`config.mk`:
```
export PLATFORM = sky130hd
export DESIGN_NAME = tagged_row_decoder_validator_unit
export DESIGN_NICKNAME = d
export VERILOG_FILES = /design/src/rtl/trdv_pkg.sv /design/src/rtl/trdv_fifo.sv /design/src/rtl/trdv_front.sv /design/src/rtl/trdv_back.sv /design/src/rtl/tagged_row_decoder_validator_unit.sv
export SDC_FILE = /design/constraint.sdc
export NUM_CORES = 1
export LEC_CHECK = 0
export ABC_AREA = 0
export BUFFER_PORTS_ARGS = -buffer_cell sky130_fd_sc_hd__buf_4
export CAP_MARGIN = 5
export CORE_ASPECT_RATIO = 0.9
export CORE_MARGIN = 2
export CORE_UTILIZATION = 40
export DETAILED_ROUTE_END_ITERATION = 10
export GPL_TIMING_DRIVEN = 0
export SLEW_MARGIN = 15
export SYNTH_ARGS = -nofsm -noshare
export SYNTH_HDL_FRONTEND = slang
export SYNTH_HIERARCHICAL = 1
export SYNTH_SLANG_ARGS = --single-unit
```
`constraint.sdc`:
```
create_clock -name clk -period 5.8 [get_ports clk]
set_input_delay 0.29 -clock clk [delete_from_list [all_inputs] [get_ports clk]]
set_output_delay 0.29 -clock clk [all_outputs]
set_load 0.005 [all_outputs]
```
`src/rtl/trdv_pkg.sv`:
```
// Package for the tagged row decoder: codes, phase type and result record.
// No dependencies; used by every module of the block.
`timescale 1ns / 1ps
`default_nettype none

package trdv_pkg;

    localparam logic [15:0] MAX_VALUES_RESET = 16'd256;

    localparam logic [7:0] TAG_NULL = 8'd0;
    localparam logic [7:0] TAG_BOOL = 8'd1;
    localparam logic [7:0] TAG_INT  = 8'd2;
    localparam logic [7:0] TAG_REAL = 8'd3;
    localparam logic [7:0] TAG_TEXT = 8'd4;

    localparam logic [2:0] KIND_NULL = 3'd0;
    localparam logic [2:0] KIND_BOOL = 3'd1;
    localparam logic [2:0] KIND_TEXT = 3'd4;

    localparam logic [2:0] ST_OK        = 3'd0;
    localparam logic [2:0] ST_TRUNC     = 3'd1;
    localparam logic [2:0] ST_BAD_TAG   = 3'd2;
    localparam logic [2:0] ST_BAD_BOOL  = 3'd3;
    localparam logic [2:0] ST_TOO_MANY  = 3'd4;
    localparam logic [2:0] ST_TRAILING  = 3'd5;

    localparam logic [2:0] SCALAR_LAST = 3'd7;
    localparam logic [2:0] TLEN_LAST   = 3'd3;

    typedef enum logic [7:0] {
        PH_CNT_LO = 8'b0000_0001,
        PH_CNT_HI = 8'b0000_0010,
        PH_TAG    = 8'b0000_0100,
        PH_BOOL   = 8'b0000_1000,
        PH_SCALAR = 8'b0001_0000,
        PH_TLEN   = 8'b0010_0000,
        PH_TBODY  = 8'b0100_0000,
        PH_END    = 8'b1000_0000
    } phase_t;

    typedef struct packed {
        logic        value_valid;
        logic [2:0]  value_kind;
        logic [63:0] value_bits;
        logic        text_valid;
        logic [7:0]  text_char;
        logic        row_done;
        logic [2:0]  status;
    } res_t;

    typedef struct packed {
        logic push;
        res_t data;
    } push_t;

endpackage

`default_nettype wire

```
`src/rtl/trdv_fifo.sv`:
```
// Two-entry result queue between the decoder front and the output stage.
// Depends on trdv_pkg.
`timescale 1ns / 1ps
`default_nettype none

module trdv_fifo (
    input  wire logic           clk,
    input  wire logic           rst_n,
    input  wire trdv_pkg::push_t wr,
    output logic                full,
    input  wire logic           pop,
    output logic                empty,
    output trdv_pkg::res_t      head
);

    trdv_pkg::res_t mem_reg [2];
    logic       wr_ptr_reg, wr_ptr_next;
    logic       rd_ptr_reg, rd_ptr_next;
    logic [1:0] count_reg, count_next;

    assign full  = (count_reg == 2'd2);
    assign empty = (count_reg == 2'd0);
    assign head  = mem_reg[rd_ptr_reg];

    always_comb
    begin
        wr_ptr_next = wr_ptr_reg;
        rd_ptr_next = rd_ptr_reg;
        count_next  = count_reg;
        if (wr.push)
        begin
            wr_ptr_next = ~wr_ptr_reg;
        end
        if (pop)
        begin
            rd_ptr_next = ~rd_ptr_reg;
        end
        case ({wr.push, pop})
            2'b10:   count_next = count_reg + 2'd1;
            2'b01:   count_next = count_reg - 2'd1;
            default: count_next = count_reg;
        endcase
    end

    always_ff @(posedge clk or negedge rst_n)
    begin
        if (!rst_n)
        begin
            wr_ptr_reg <= 1'b0;
            rd_ptr_reg <= 1'b0;
            count_reg  <= 2'd0;
        end
        else
        begin
            wr_ptr_reg <= wr_ptr_next;
            rd_ptr_reg <= rd_ptr_next;
            count_reg  <= count_next;
        end
    end

    always_ff @(posedge clk)
    begin
        if (wr.push)
        begin
            mem_reg[wr_ptr_reg] <= wr.data;
        end
    end

endmodule

`default_nettype wire

```
`src/rtl/trdv_front.sv`:
```
// Decoder front: walks the row format one byte per beat and builds results.
// Depends on trdv_pkg; feeds trdv_fifo.
`timescale 1ns / 1ps
`default_nettype none

module trdv_front (
    input  wire logic            clk,
    input  wire logic            rst_n,
    input  wire logic            accept,
    input  wire logic [7:0]      data_byte,
    input  wire logic            final_byte,
    input  wire logic [15:0]     max_values,
    output trdv_pkg::push_t      wr
);

    trdv_pkg::phase_t phase_reg, phase_next;
    logic [15:0] values_left_reg, values_left_next;
    logic [2:0]  kind_reg, kind_next;
    logic [2:0]  idx_reg, idx_next;
    logic [31:0] text_left_reg, text_left_next;
    logic [63:0] asm_reg, asm_next;
    logic        discard_reg, discard_next;

    logic [15:0] cnt;
    logic [2:0]  err;
    logic        value_end;
    trdv_pkg::res_t res;

    always_comb
    begin
        phase_next       = phase_reg;
        values_left_next = values_left_reg;
        kind_next        = kind_reg;
        idx_next         = idx_reg;
        text_left_next   = text_left_reg;
        asm_next         = asm_reg;
        discard_next     = discard_reg;
        cnt              = {data_byte, asm_reg[7:0]};
        err              = trdv_pkg::ST_OK;
        value_end        = 1'b0;
        res              = '0;

        if (discard_reg)
        begin
            if (final_byte)
            begin
                phase_next   = trdv_pkg::PH_CNT_LO;
                discard_next = 1'b0;
            end
        end
        else
        begin
            unique case (phase_reg)
                trdv_pkg::PH_CNT_LO:
                begin
                    asm_next[7:0] = data_byte;
                    phase_next    = trdv_pkg::PH_CNT_HI;
                end
                trdv_pkg::PH_CNT_HI:
                begin
                    if (cnt > max_values)
                    begin
                        err = trdv_pkg::ST_TOO_MANY;
                    end
                    else
                    begin
                        values_left_next = cnt;
                        phase_next = (cnt == 16'd0) ? trdv_pkg::PH_END : trdv_pkg::PH_TAG;
                    end
                end
                trdv_pkg::PH_TAG:
                begin
                    idx_next = 3'd0;
                    unique case (data_byte) inside
                        trdv_pkg::TAG_NULL:
                        begin
                            res.value_valid = 1'b1;
                            res.value_kind  = trdv_pkg::KIND_NULL;
                            value_end       = 1'b1;
                        end
                        trdv_pkg::TAG_BOOL:
                        begin
                            phase_next = trdv_pkg::PH_BOOL;
                        end
                        trdv_pkg::TAG_INT, trdv_pkg::TAG_REAL:
                        begin
                            kind_next  = data_byte[2:0];
                            phase_next = trdv_pkg::PH_SCALAR;
                        end
                        trdv_pkg::TAG_TEXT:
                        begin
                            phase_next = trdv_pkg::PH_TLEN;
                        end
                        default:
                        begin
                            err = trdv_pkg::ST_BAD_TAG;
                        end
                    endcase
                end
                trdv_pkg::PH_BOOL:
                begin
                    if (data_byte[7:1] != 7'd0)
                    begin
                        err = trdv_pkg::ST_BAD_BOOL;
                    end
                    else
                    begin
                        res.value_valid = 1'b1;
                        res.value_kind  = trdv_pkg::KIND_BOOL;
                        res.value_bits  = {63'd0, data_byte[0]};
                        value_end       = 1'b1;
                    end
                end
                trdv_pkg::PH_SCALAR:
                begin
                    asm_next[{idx_reg, 3'b000} +: 8] = data_byte;
                    idx_next = idx_reg + 3'd1;
                    if (idx_reg == trdv_pkg::SCALAR_LAST)
                    begin
                        res.value_valid = 1'b1;
                        res.value_kind  = kind_reg;
                        res.value_bits  = asm_next;
                        value_end       = 1'b1;
                    end
                end
                trdv_pkg::PH_TLEN:
                begin
                    asm_next[{idx_reg, 3'b000} +: 8] = data_byte;
                    idx_next = idx_reg + 3'd1;
                    if (idx_reg == trdv_pkg::TLEN_LAST)
                    begin
                        res.value_valid = 1'b1;
                        res.value_kind  = trdv_pkg::KIND_TEXT;
                        res.value_bits  = {32'd0, asm_next[31:0]};
                        text_left_next  = asm_next[31:0];
                        if (asm_next[31:0] == 32'd0)
                        begin
                            value_end = 1'b1;
                        end
                        else
                        begin
                            phase_next = trdv_pkg::PH_TBODY;
                        end
                    end
                end
                trdv_pkg::PH_TBODY:
                begin
                    res.text_valid = 1'b1;
                    res.text_char  = data_byte;
                    text_left_next = text_left_reg - 32'd1;
                    if (text_left_reg == 32'd1)
                    begin
                        value_end = 1'b1;
                    end
                end
                trdv_pkg::PH_END:
                begin
                    err = trdv_pkg::ST_TRAILING;
                end
                default:
                begin
                    phase_next = trdv_pkg::PH_CNT_LO;
                end
            endcase

            if (value_end)
            begin
                values_left_next = values_left_reg - 16'd1;
                phase_next = (values_left_reg == 16'd1) ? trdv_pkg::PH_END : trdv_pkg::PH_TAG;
            end

            if (err != trdv_pkg::ST_OK)
            begin
                res          = '0;
                res.row_done = 1'b1;
                res.status   = err;
                if (final_byte)
                begin
                    phase_next = trdv_pkg::PH_CNT_LO;
                end
                else
                begin
                    discard_next = 1'b1;
                end
            end
            else if (final_byte)
            begin
                res.row_done = 1'b1;
                res.status   = (phase_next == trdv_pkg::PH_END) ? trdv_pkg::ST_OK
                                                                 : trdv_pkg::ST_TRUNC;
                phase_next   = trdv_pkg::PH_CNT_LO;
            end
        end
    end

    assign wr.push = accept && (res.value_valid || res.text_valid || res.row_done);
    assign wr.data = res;

    always_ff @(posedge clk or negedge rst_n)
    begin
        if (!rst_n)
        begin
            phase_reg       <= trdv_pkg::PH_CNT_LO;
            values_left_reg <= 16'd0;
            kind_reg        <= 3'd0;
            idx_reg         <= 3'd0;
            text_left_reg   <= 32'd0;
            discard_reg     <= 1'b0;
        end
        else if (accept)
        begin
            phase_reg       <= phase_next;
            values_left_reg <= values_left_next;
            kind_reg        <= kind_next;
            idx_reg         <= idx_next;
            text_left_reg   <= text_left_next;
            discard_reg     <= discard_next;
        end
    end

    always_ff @(posedge clk)
    begin
        if (accept)
        begin
            asm_reg <= asm_next;
        end
    end

endmodule

`default_nettype wire

```
`src/rtl/trdv_back.sv`:
```
// Output stage: pops results from the queue into a registered stream beat.
// Depends on trdv_pkg; reads trdv_fifo.
`timescale 1ns / 1ps
`default_nettype none

module trdv_back (
    input  wire logic           clk,
    input  wire logic           rst_n,
    input  wire logic           empty,
    input  wire trdv_pkg::res_t head,
    output logic                pop,
    output logic                m_tvalid,
    input  wire logic           m_tready,
    output logic [79:0]         m_tdata,
    output logic [4:0]          m_tuser,
    output logic                m_tlast
);

    logic           valid_reg;
    trdv_pkg::res_t out_reg;

    assign pop = !empty && (!valid_reg || m_tready);

    always_ff @(posedge clk or negedge rst_n)
    begin
        if (!rst_n)
        begin
            valid_reg <= 1'b0;
        end
        else if (!valid_reg || m_tready)
        begin
            valid_reg <= !empty;
        end
    end

    always_ff @(posedge clk)
    begin
        if (pop)
        begin
            out_reg <= head;
        end
    end

    assign m_tvalid = valid_reg;
    assign m_tdata  = {5'd0, out_reg.status, out_reg.text_char, out_reg.value_bits};
    assign m_tuser  = {out_reg.text_valid, out_reg.value_kind, out_reg.value_valid};
    assign m_tlast  = out_reg.row_done;

endmodule

`default_nettype wire

```
`src/rtl/tagged_row_decoder_validator_unit.sv`:
```
// Top level of the tagged row decoder and validator.
// Depends on trdv_pkg, trdv_front, trdv_fifo and trdv_back.
//
// Usage:
//   s_axis: one row byte per beat, tdata[7:0] the byte, tlast on the row's last byte.
//   m_axis: at most one result beat per input beat. tuser flags value_valid,
//     value_kind and text_valid; tdata carries value bits, text byte and status;
//     tlast marks row end (status valid then: ok, truncated, bad tag, bad
//     boolean, too many values, trailing bytes).
//   cfg: write max_values (16 bit); cfg_ready is always high. Write only
//     while no row bytes are in flight.
// Path: each result is written into the queue, then registered in the output stage for m_axis.
// Throughput: one byte per cycle unless s_tready is low; the decoder updates its state
//   on each accepted byte, and a two-entry queue plus the output register absorb a stall.
// Reset: decoder waits for a count byte, queue and output empty,
//   max_values is 256.
// Stall: when m_tready is low the output holds; once the queue fills,
//   s_tready drops until the receiver takes a beat.
`timescale 1ns / 1ps
`default_nettype none

module tagged_row_decoder_validator_unit (
    input  wire logic        clk,
    input  wire logic        rst_n,
    input  wire logic        s_tvalid,
    output logic             s_tready,
    input  wire logic [7:0]  s_tdata,   // data_byte
    input  wire logic        s_tlast,   // final_byte
    output logic             m_tvalid,
    input  wire logic        m_tready,
    output logic [79:0]      m_tdata,   // value_bits, text_char, status, zero pad
    output logic [4:0]       m_tuser,   // value_valid, value_kind, text_valid
    output logic             m_tlast,   // row_done
    input  wire logic        cfg_valid,
    output logic             cfg_ready,
    input  wire logic [15:0] cfg_data   // max_values
);

    logic [15:0]     max_values_reg;
    logic            accept;
    logic            full;
    logic            empty;
    logic            pop;
    trdv_pkg::push_t wr;
    trdv_pkg::res_t  head;

    assign cfg_ready = 1'b1;
    assign s_tready  = !full;
    assign accept    = s_tvalid && !full;

    always_ff @(posedge clk or negedge rst_n)
    begin
        if (!rst_n)
        begin
            max_values_reg <= trdv_pkg::MAX_VALUES_RESET;
        end
        else if (cfg_valid)
        begin
            max_values_reg <= cfg_data;
        end
    end

    trdv_front u_front (
        .clk        (clk),
        .rst_n      (rst_n),
        .accept     (accept),
        .data_byte  (s_tdata),
        .final_byte (s_tlast),
        .max_values (max_values_reg),
        .wr         (wr)
    );

    trdv_fifo u_fifo (
        .clk   (clk),
        .rst_n (rst_n),
        .wr    (wr),
        .full  (full),
        .pop   (pop),
        .empty (empty),
        .head  (head)
    );

    trdv_back u_back (
        .clk      (clk),
        .rst_n    (rst_n),
        .empty    (empty),
        .head     (head),
        .pop      (pop),
        .m_tvalid (m_tvalid),
        .m_tready (m_tready),
        .m_tdata  (m_tdata),
        .m_tuser  (m_tuser),
        .m_tlast  (m_tlast)
    );

endmodule

`default_nettype wire

```
Word-level counts from Yosys, hierarchy flattened --
Memory sizes are Yosys's and may differ from the RTL's. A register that Yosys moved wholly into a read port is not among the register bits. Index checks and enable logic that the tools add are counted. Widths: inputs -> output; s select.
Operators by class: reductions and logical operators 31, multiply operators 0, $lt $le $gt $ge 1, equal/unequal tests 23, mux-type cells 51, div/mod/pow operators 0, shift-type cells 2, add/sub/neg operators 6, bitwise logic cells 3
Operators with widths (count):
- $mux 68 | 3
- $pmux 64 s3 | 1
- $mux 81 | 1
- $mux 8 | 10
- $mux 77 | 1
- $bwmux 64 | 1
- $pmux 32 s2 | 1
- $shift 8x8->64 const A | 1
- $shiftx 8x8->64 | 1
- $mux 16 | 3
- $pmux 8 s5 | 1
- $eq 32x1->1 const B | 1
- $logic_not 32->1 | 1
- $mux 32 | 1
- $sub 32x1->32 const B | 1
- $eq 8x2->1 const B | 3
- $pmux 8 s3 | 1
- $eq 16x1->1 const B | 1
- $eq 8x1->1 const B | 2
- $eq 8x3->1 const B | 2
- $eq 8x8->1 const B | 2
- $gt 16x16->1 | 1
- $logic_not 16->1 | 1
- $pmux 4 s4 | 1
- 40 further kinds | 75
Storage, ports and cells: output and inout port bits 89, memory bits (read-only) 0, memories kept 1, memory bits (writable) 162, bits in registers 148, word-level logic and storage cells 131, latch bits 0
Memory list:
- u_fifo.mem_reg | depth 2, bits a word 81, rd ports 1, clocked after memory_dff 1, wr ports 1, RTL line trdv_fifo.sv:16 | trdv_pkg::res_t mem_reg [2];

Depth between registers and ports, before layout --
depth after elaboration 20, gate-level depth with buffers 15, gate-level depth less buffers 15

By module --
Netlist, hierarchy kept.
By module, submodules not included:
- trdv_front | times used 1, area each 8270.4 µm², cells an instance 952
- trdv_fifo | times used 1, area each 6428.7 µm², cells an instance 268
- trdv_back | times used 1, area each 2523.7 µm², cells an instance 92
- tagged_row_decoder_validator_unit | times used 1, area each 671.9 µm², cells an instance 38

Worst setup path after synthesis --
Ideal clock, no wire load.
kind register -> register, start register max_values_reg[8], end memory u_fifo/mem_reg[0][0] (netlist name), enable pin, stages on the path, launching flop included 13, setup slack -0.289 ns, data required time 5.279 ns, arrival time 5.568 ns, library setup time 0.521 ns, period minus slack after synthesis 6.089 ns, cell sequence dfstp_2 inv_1 ha_1 nand4_1 nor4_1 a21boi_0 o31a_1 nand3_1 nand3_1 nor2_1 a21oi_1 inv_1 nor2_1
RTL lines:
- from (decl) | RTL line tagged_row_decoder_validator_unit.sv:39 | logic [15:0] max_values_reg;
- from (signal assigned) | RTL line tagged_row_decoder_validator_unit.sv:55 | max_values_reg <= trdv_pkg::MAX_VALUES_RESET;
- from (signal assigned) | RTL line tagged_row_decoder_validator_unit.sv:59 | max_values_reg <= cfg_data;
- to (decl) | RTL line trdv_fifo.sv:16

==> summary.txt <==
Global route
  – Total congestion overflow: 0
  – Wire length of the first global-routing pass: 66,100 um
  – Vias in the first global route: 11,381
  – Maximum number of pins on one net before global-route repair: 85
  – Total global routing track utilization: 0.189
  – Antenna violations before repair: 0

Setup path
  – Crit path arrival time: 4.45 ns
  – Category of the worst setup path capture point: flop
  – Worst Setup Start Kind: flop
  – Logic depth of the worst setup path including buffers: 14
  – CP bufs+invs: 4
  – Register-to-Register Path Depth: 14
  – Worst stage delay on the critical path: 0.53 ns
  – Maximum fanout encountered on the critical timing path: 26
  – Kind of critical path: reg2reg
  – Required @ worst endpoint: 6.05 ns
  – Crit-path slowest cell: sky130_fd_sc_hd__dfstp_2
  – Crit path cell chain: inv_1, ha_1, nand4_1, nor4_1, a21boi_0, o31a_1, nand3_1, nand3_1, nor2_1, a21oi_1, inv_1, nor2_4, buf_12, buf_12
  – Critical Path Source: max_values_reg[8]$_DFFE_PN1P_
  – Start of the worst register-to-register path: max_values_reg[8]$_DFFE_PN1P_
  – Worst path top cell family by delay: simple AND/OR/NAND/NOR gates

Drt
  – Drt first-iter violations: 899
  – Vias per cell: 5.30
  – DRT Wirelength: 43,300 um
  – Number of vias in the routed layout: 11,461
  – Post-route DRC: 0
  – Wire per inst: 20.0 um
  – DRT Pass-1 Iters: 5
  – Number of nets with antenna violations after detailed routing: 0

Synth
  – Number of synthesized register bits: 391
  – Area share of the largest cell type after synthesis: 0.515
  – Ys Warns: 6
  – Summed instance area of the synthesized netlist: 17,900 um^2
  – Post-synthesis sequential area ratio: 0.633
  – Cell type contributing the most total cell area after synthesis: sky130_fd_sc_hd__edfxtp_1
  – Commonest register cell after synthesis: sky130_fd_sc_hd__edfxtp_1
  – Async S/R FF share, synth: 0.215
  – Post-synthesis instance total: 1,350
  – EDFF count, synth: 307
  – Top cells by area, synth: sky130_fd_sc_hd__edfxtp_1 52%, sky130_fd_sc_hd__dfrtp_1 11%, sky130_fd_sc_hd__mux2_4 7.5%
  – Library cells used by synthesis: 72
  – Per-instance average area after synthesis: 13.3 um^2

STA
  – Setup TNS: 0 ns
  – Worst slew margin relative to its limit: 0.257
  – Highest Clock Rate: 238 MHz
  – Final Max Slew Viols: 0
  – Minimum clock period: 4.20 ns
  – Final Cycle Share: 0.724
  – Final Skew: 0.0178 ns
  – Post-Route Hold Slack: 0.0448 ns
  – Worst Tran Pin Value: 1.11 ns
  – Unrepaired setup endpoints after global routing: false
  – Final setup violation count: 0
  – Number of failing hold endpoints at the final stage: 0

Clocking
  – Post-CTS Setup Bufs: 0
  – Clk Latency, worst-skew pair: 0.56 ns
  – TritonCTS sink count: 391
  – H-tree levels: 2
  – Number of buffers added by the clock tree synthesis step: 42
  – Post-cts sizing count: 0
  – Library cell used as clock root buffer: sky130_fd_sc_hd__clkbuf_16
  – Buffer levels on the longest clock path: 3
  – Clock tree from TritonCTS: yes
  – Clock slew seen by the registers of the worst setup and hold paths: 0.06 ns

Die
  – Die height: 205 um
  – Floorplan row count: 73
  – Starting utilization of the core area: 0.405
  – Placeable core area: 44,200 um^2
  – I/O pin total: 119
  – Area of the die: 46,400 um^2
  – Width of the die: 227 um

Place
  – Detailed-placement wirelength estimate: 29,600 um
  – Global placer's final weighted congestion: 0.911
  – I/O Buffers: 111
  – Inst Count DP: 2,072

Final layout
  – Final non-filler cell total: 2,164
  – Ant. Diodes: 0
  – Area grow syn2layout: 17.9%
  – Flip-flop count of the largest register after layout: 162
  – Ratio of cells with drive above 1 in the final layout: 0.222
  – Total Nets Final: 1,592

Min path
  – Hold Crit Class: in2reg
  – Worst hold path depth: 2
  – Startpoint of the tightest hold check path: cfg_valid

Power and ir drop
  – Static Leak: 0.00834 uW
  – Power, Total: 8480 uW
  – Highest ir drop seen on vdd: 231 uV
  – Pwr dens: 402 nW/um^2

Run
  – Number of maximum-capacitance constraint violations: 0

Status
  – Status: finished clean
path summary, 6_finish.rpt:
kind | slack (ns) | end
min in group asynchronous | 0.39 | max_values_reg[1]$_DFFE_PN0P_
min reg2reg | 0.45 | u_front/kind_reg[1]$_DFFE_PN0P_
max reg2reg | 1.60 | u_fifo/mem_reg[0][21]$_DFFE_PP_
min | 0.04 | max_values_reg[0]$_DFFE_PN0P_
max in group asynchronous | 4.85 | u_front/text_left_reg[1]$_DFFE_PN0P_
max | 1.60 | u_fifo/mem_reg[0][21]$_DFFE_PP_
worst reg2reg max path: cells and delay by family, from the launching register on:
| kind | cells | cell delay, ns |
|---|---|---|
| DFF | 1 | 0.53 |
| AOI/OAI and AO/OA | 3 | 0.90 |
| adders and majority gates | 1 | 0.26 |
| and+or+nand+nor | 6 | 1.51 |
| buffers and inverters | 4 | 0.70 |
cells by family (layout without fill, tap and decap cells):
logic type / Yosys count / after routing / share of synthesized area
buf+inv: 130 / 340 / 0.0385
xor+xnor: 8 / 8 / 0.00392
compound gates: 233 / 233 / 0.0817
fa+ha+maj: 27 / 27 / 0.0189
flops: 391 / 391 / 0.633
mux: 144 / 144 / 0.108
other cells: 2 / 6 / 0.000420
simple gates: 415 / 415 / 0.116
Yosys cell counts, drive strengths merged, types with 6 or more instances:
cell,count
xor2,6
nor2,119
mux2,124
or4,10
nor2b,38
dfrtp,82
clkbuf,47
ha,27
a22o,14
nor4,23
o22ai,14
nand3b,6
and3,26
o21ai,86
mux2i,20
inv,57
buf,26
nand3,24
edfxtp,307
o22a,7
nor3,29
nand2,103
nand4,9
a21oi,61
power by group:
| group | total [uW] | internal (uW) | switching (uW) |
|---|---|---|---|
| Sequential | 3890 | 3660 | 225 |
| Clock | 2430 | 1380 | 1050 |
| Combinational | 2160 | 1090 | 1070 |
| Total | 8480 | 6130 | 2350 |
area by class of cell:
class	instances	area, um^2
inverters	57	216
clock inverters	19	95.1
plain buffers	73	474
multi-input cells	833	5920
well taps	600	751
fillers	3960	23100
flip-flops and latches	391	11300
repair buffers	137	1190
clock buffers	54	1140
stage by stage:
step	cell area [um^2]	utilization	setup slack [ns]
after floorplan	17900	-	1.07
after global placement	19500	0.441	-1.01
after detailed placement	19700	0.445	1.60
after CTS	21100	0.477	1.59
after global routing	21100	0.477	1.30
final	21100	0.477	1.60
placed cells by master (no fill, tap or decap), drive strengths merged, types with 23 or more instances in the layout:
cell / n
a21oi: 61
and3: 26
buf: 144
clkbuf: 101
dfrtp: 82
edfxtp: 307
ha: 27
inv: 58
mux2: 124
nand2: 103
nand3: 24
nor2: 119
nor2b: 38
nor3: 29
nor4: 23
o21ai: 86
routing by layer:
layer	vias to the layer above	track usage	wire length, um
li1	5382	-	-
met1	5676	0.251	19000
met2	326	0.307	20500
met3	77	0.0412	2560
met4	0	0.0654	1310
met5	-	0	0
repair_timing:
action / CTS / global route
hold buffers: 18 / 1
endpoints found under the hold margin: 18 / 82
endpoints found under the setup margin: 0 / 0
Note: power is estimated with default switching activity, not from simulation.
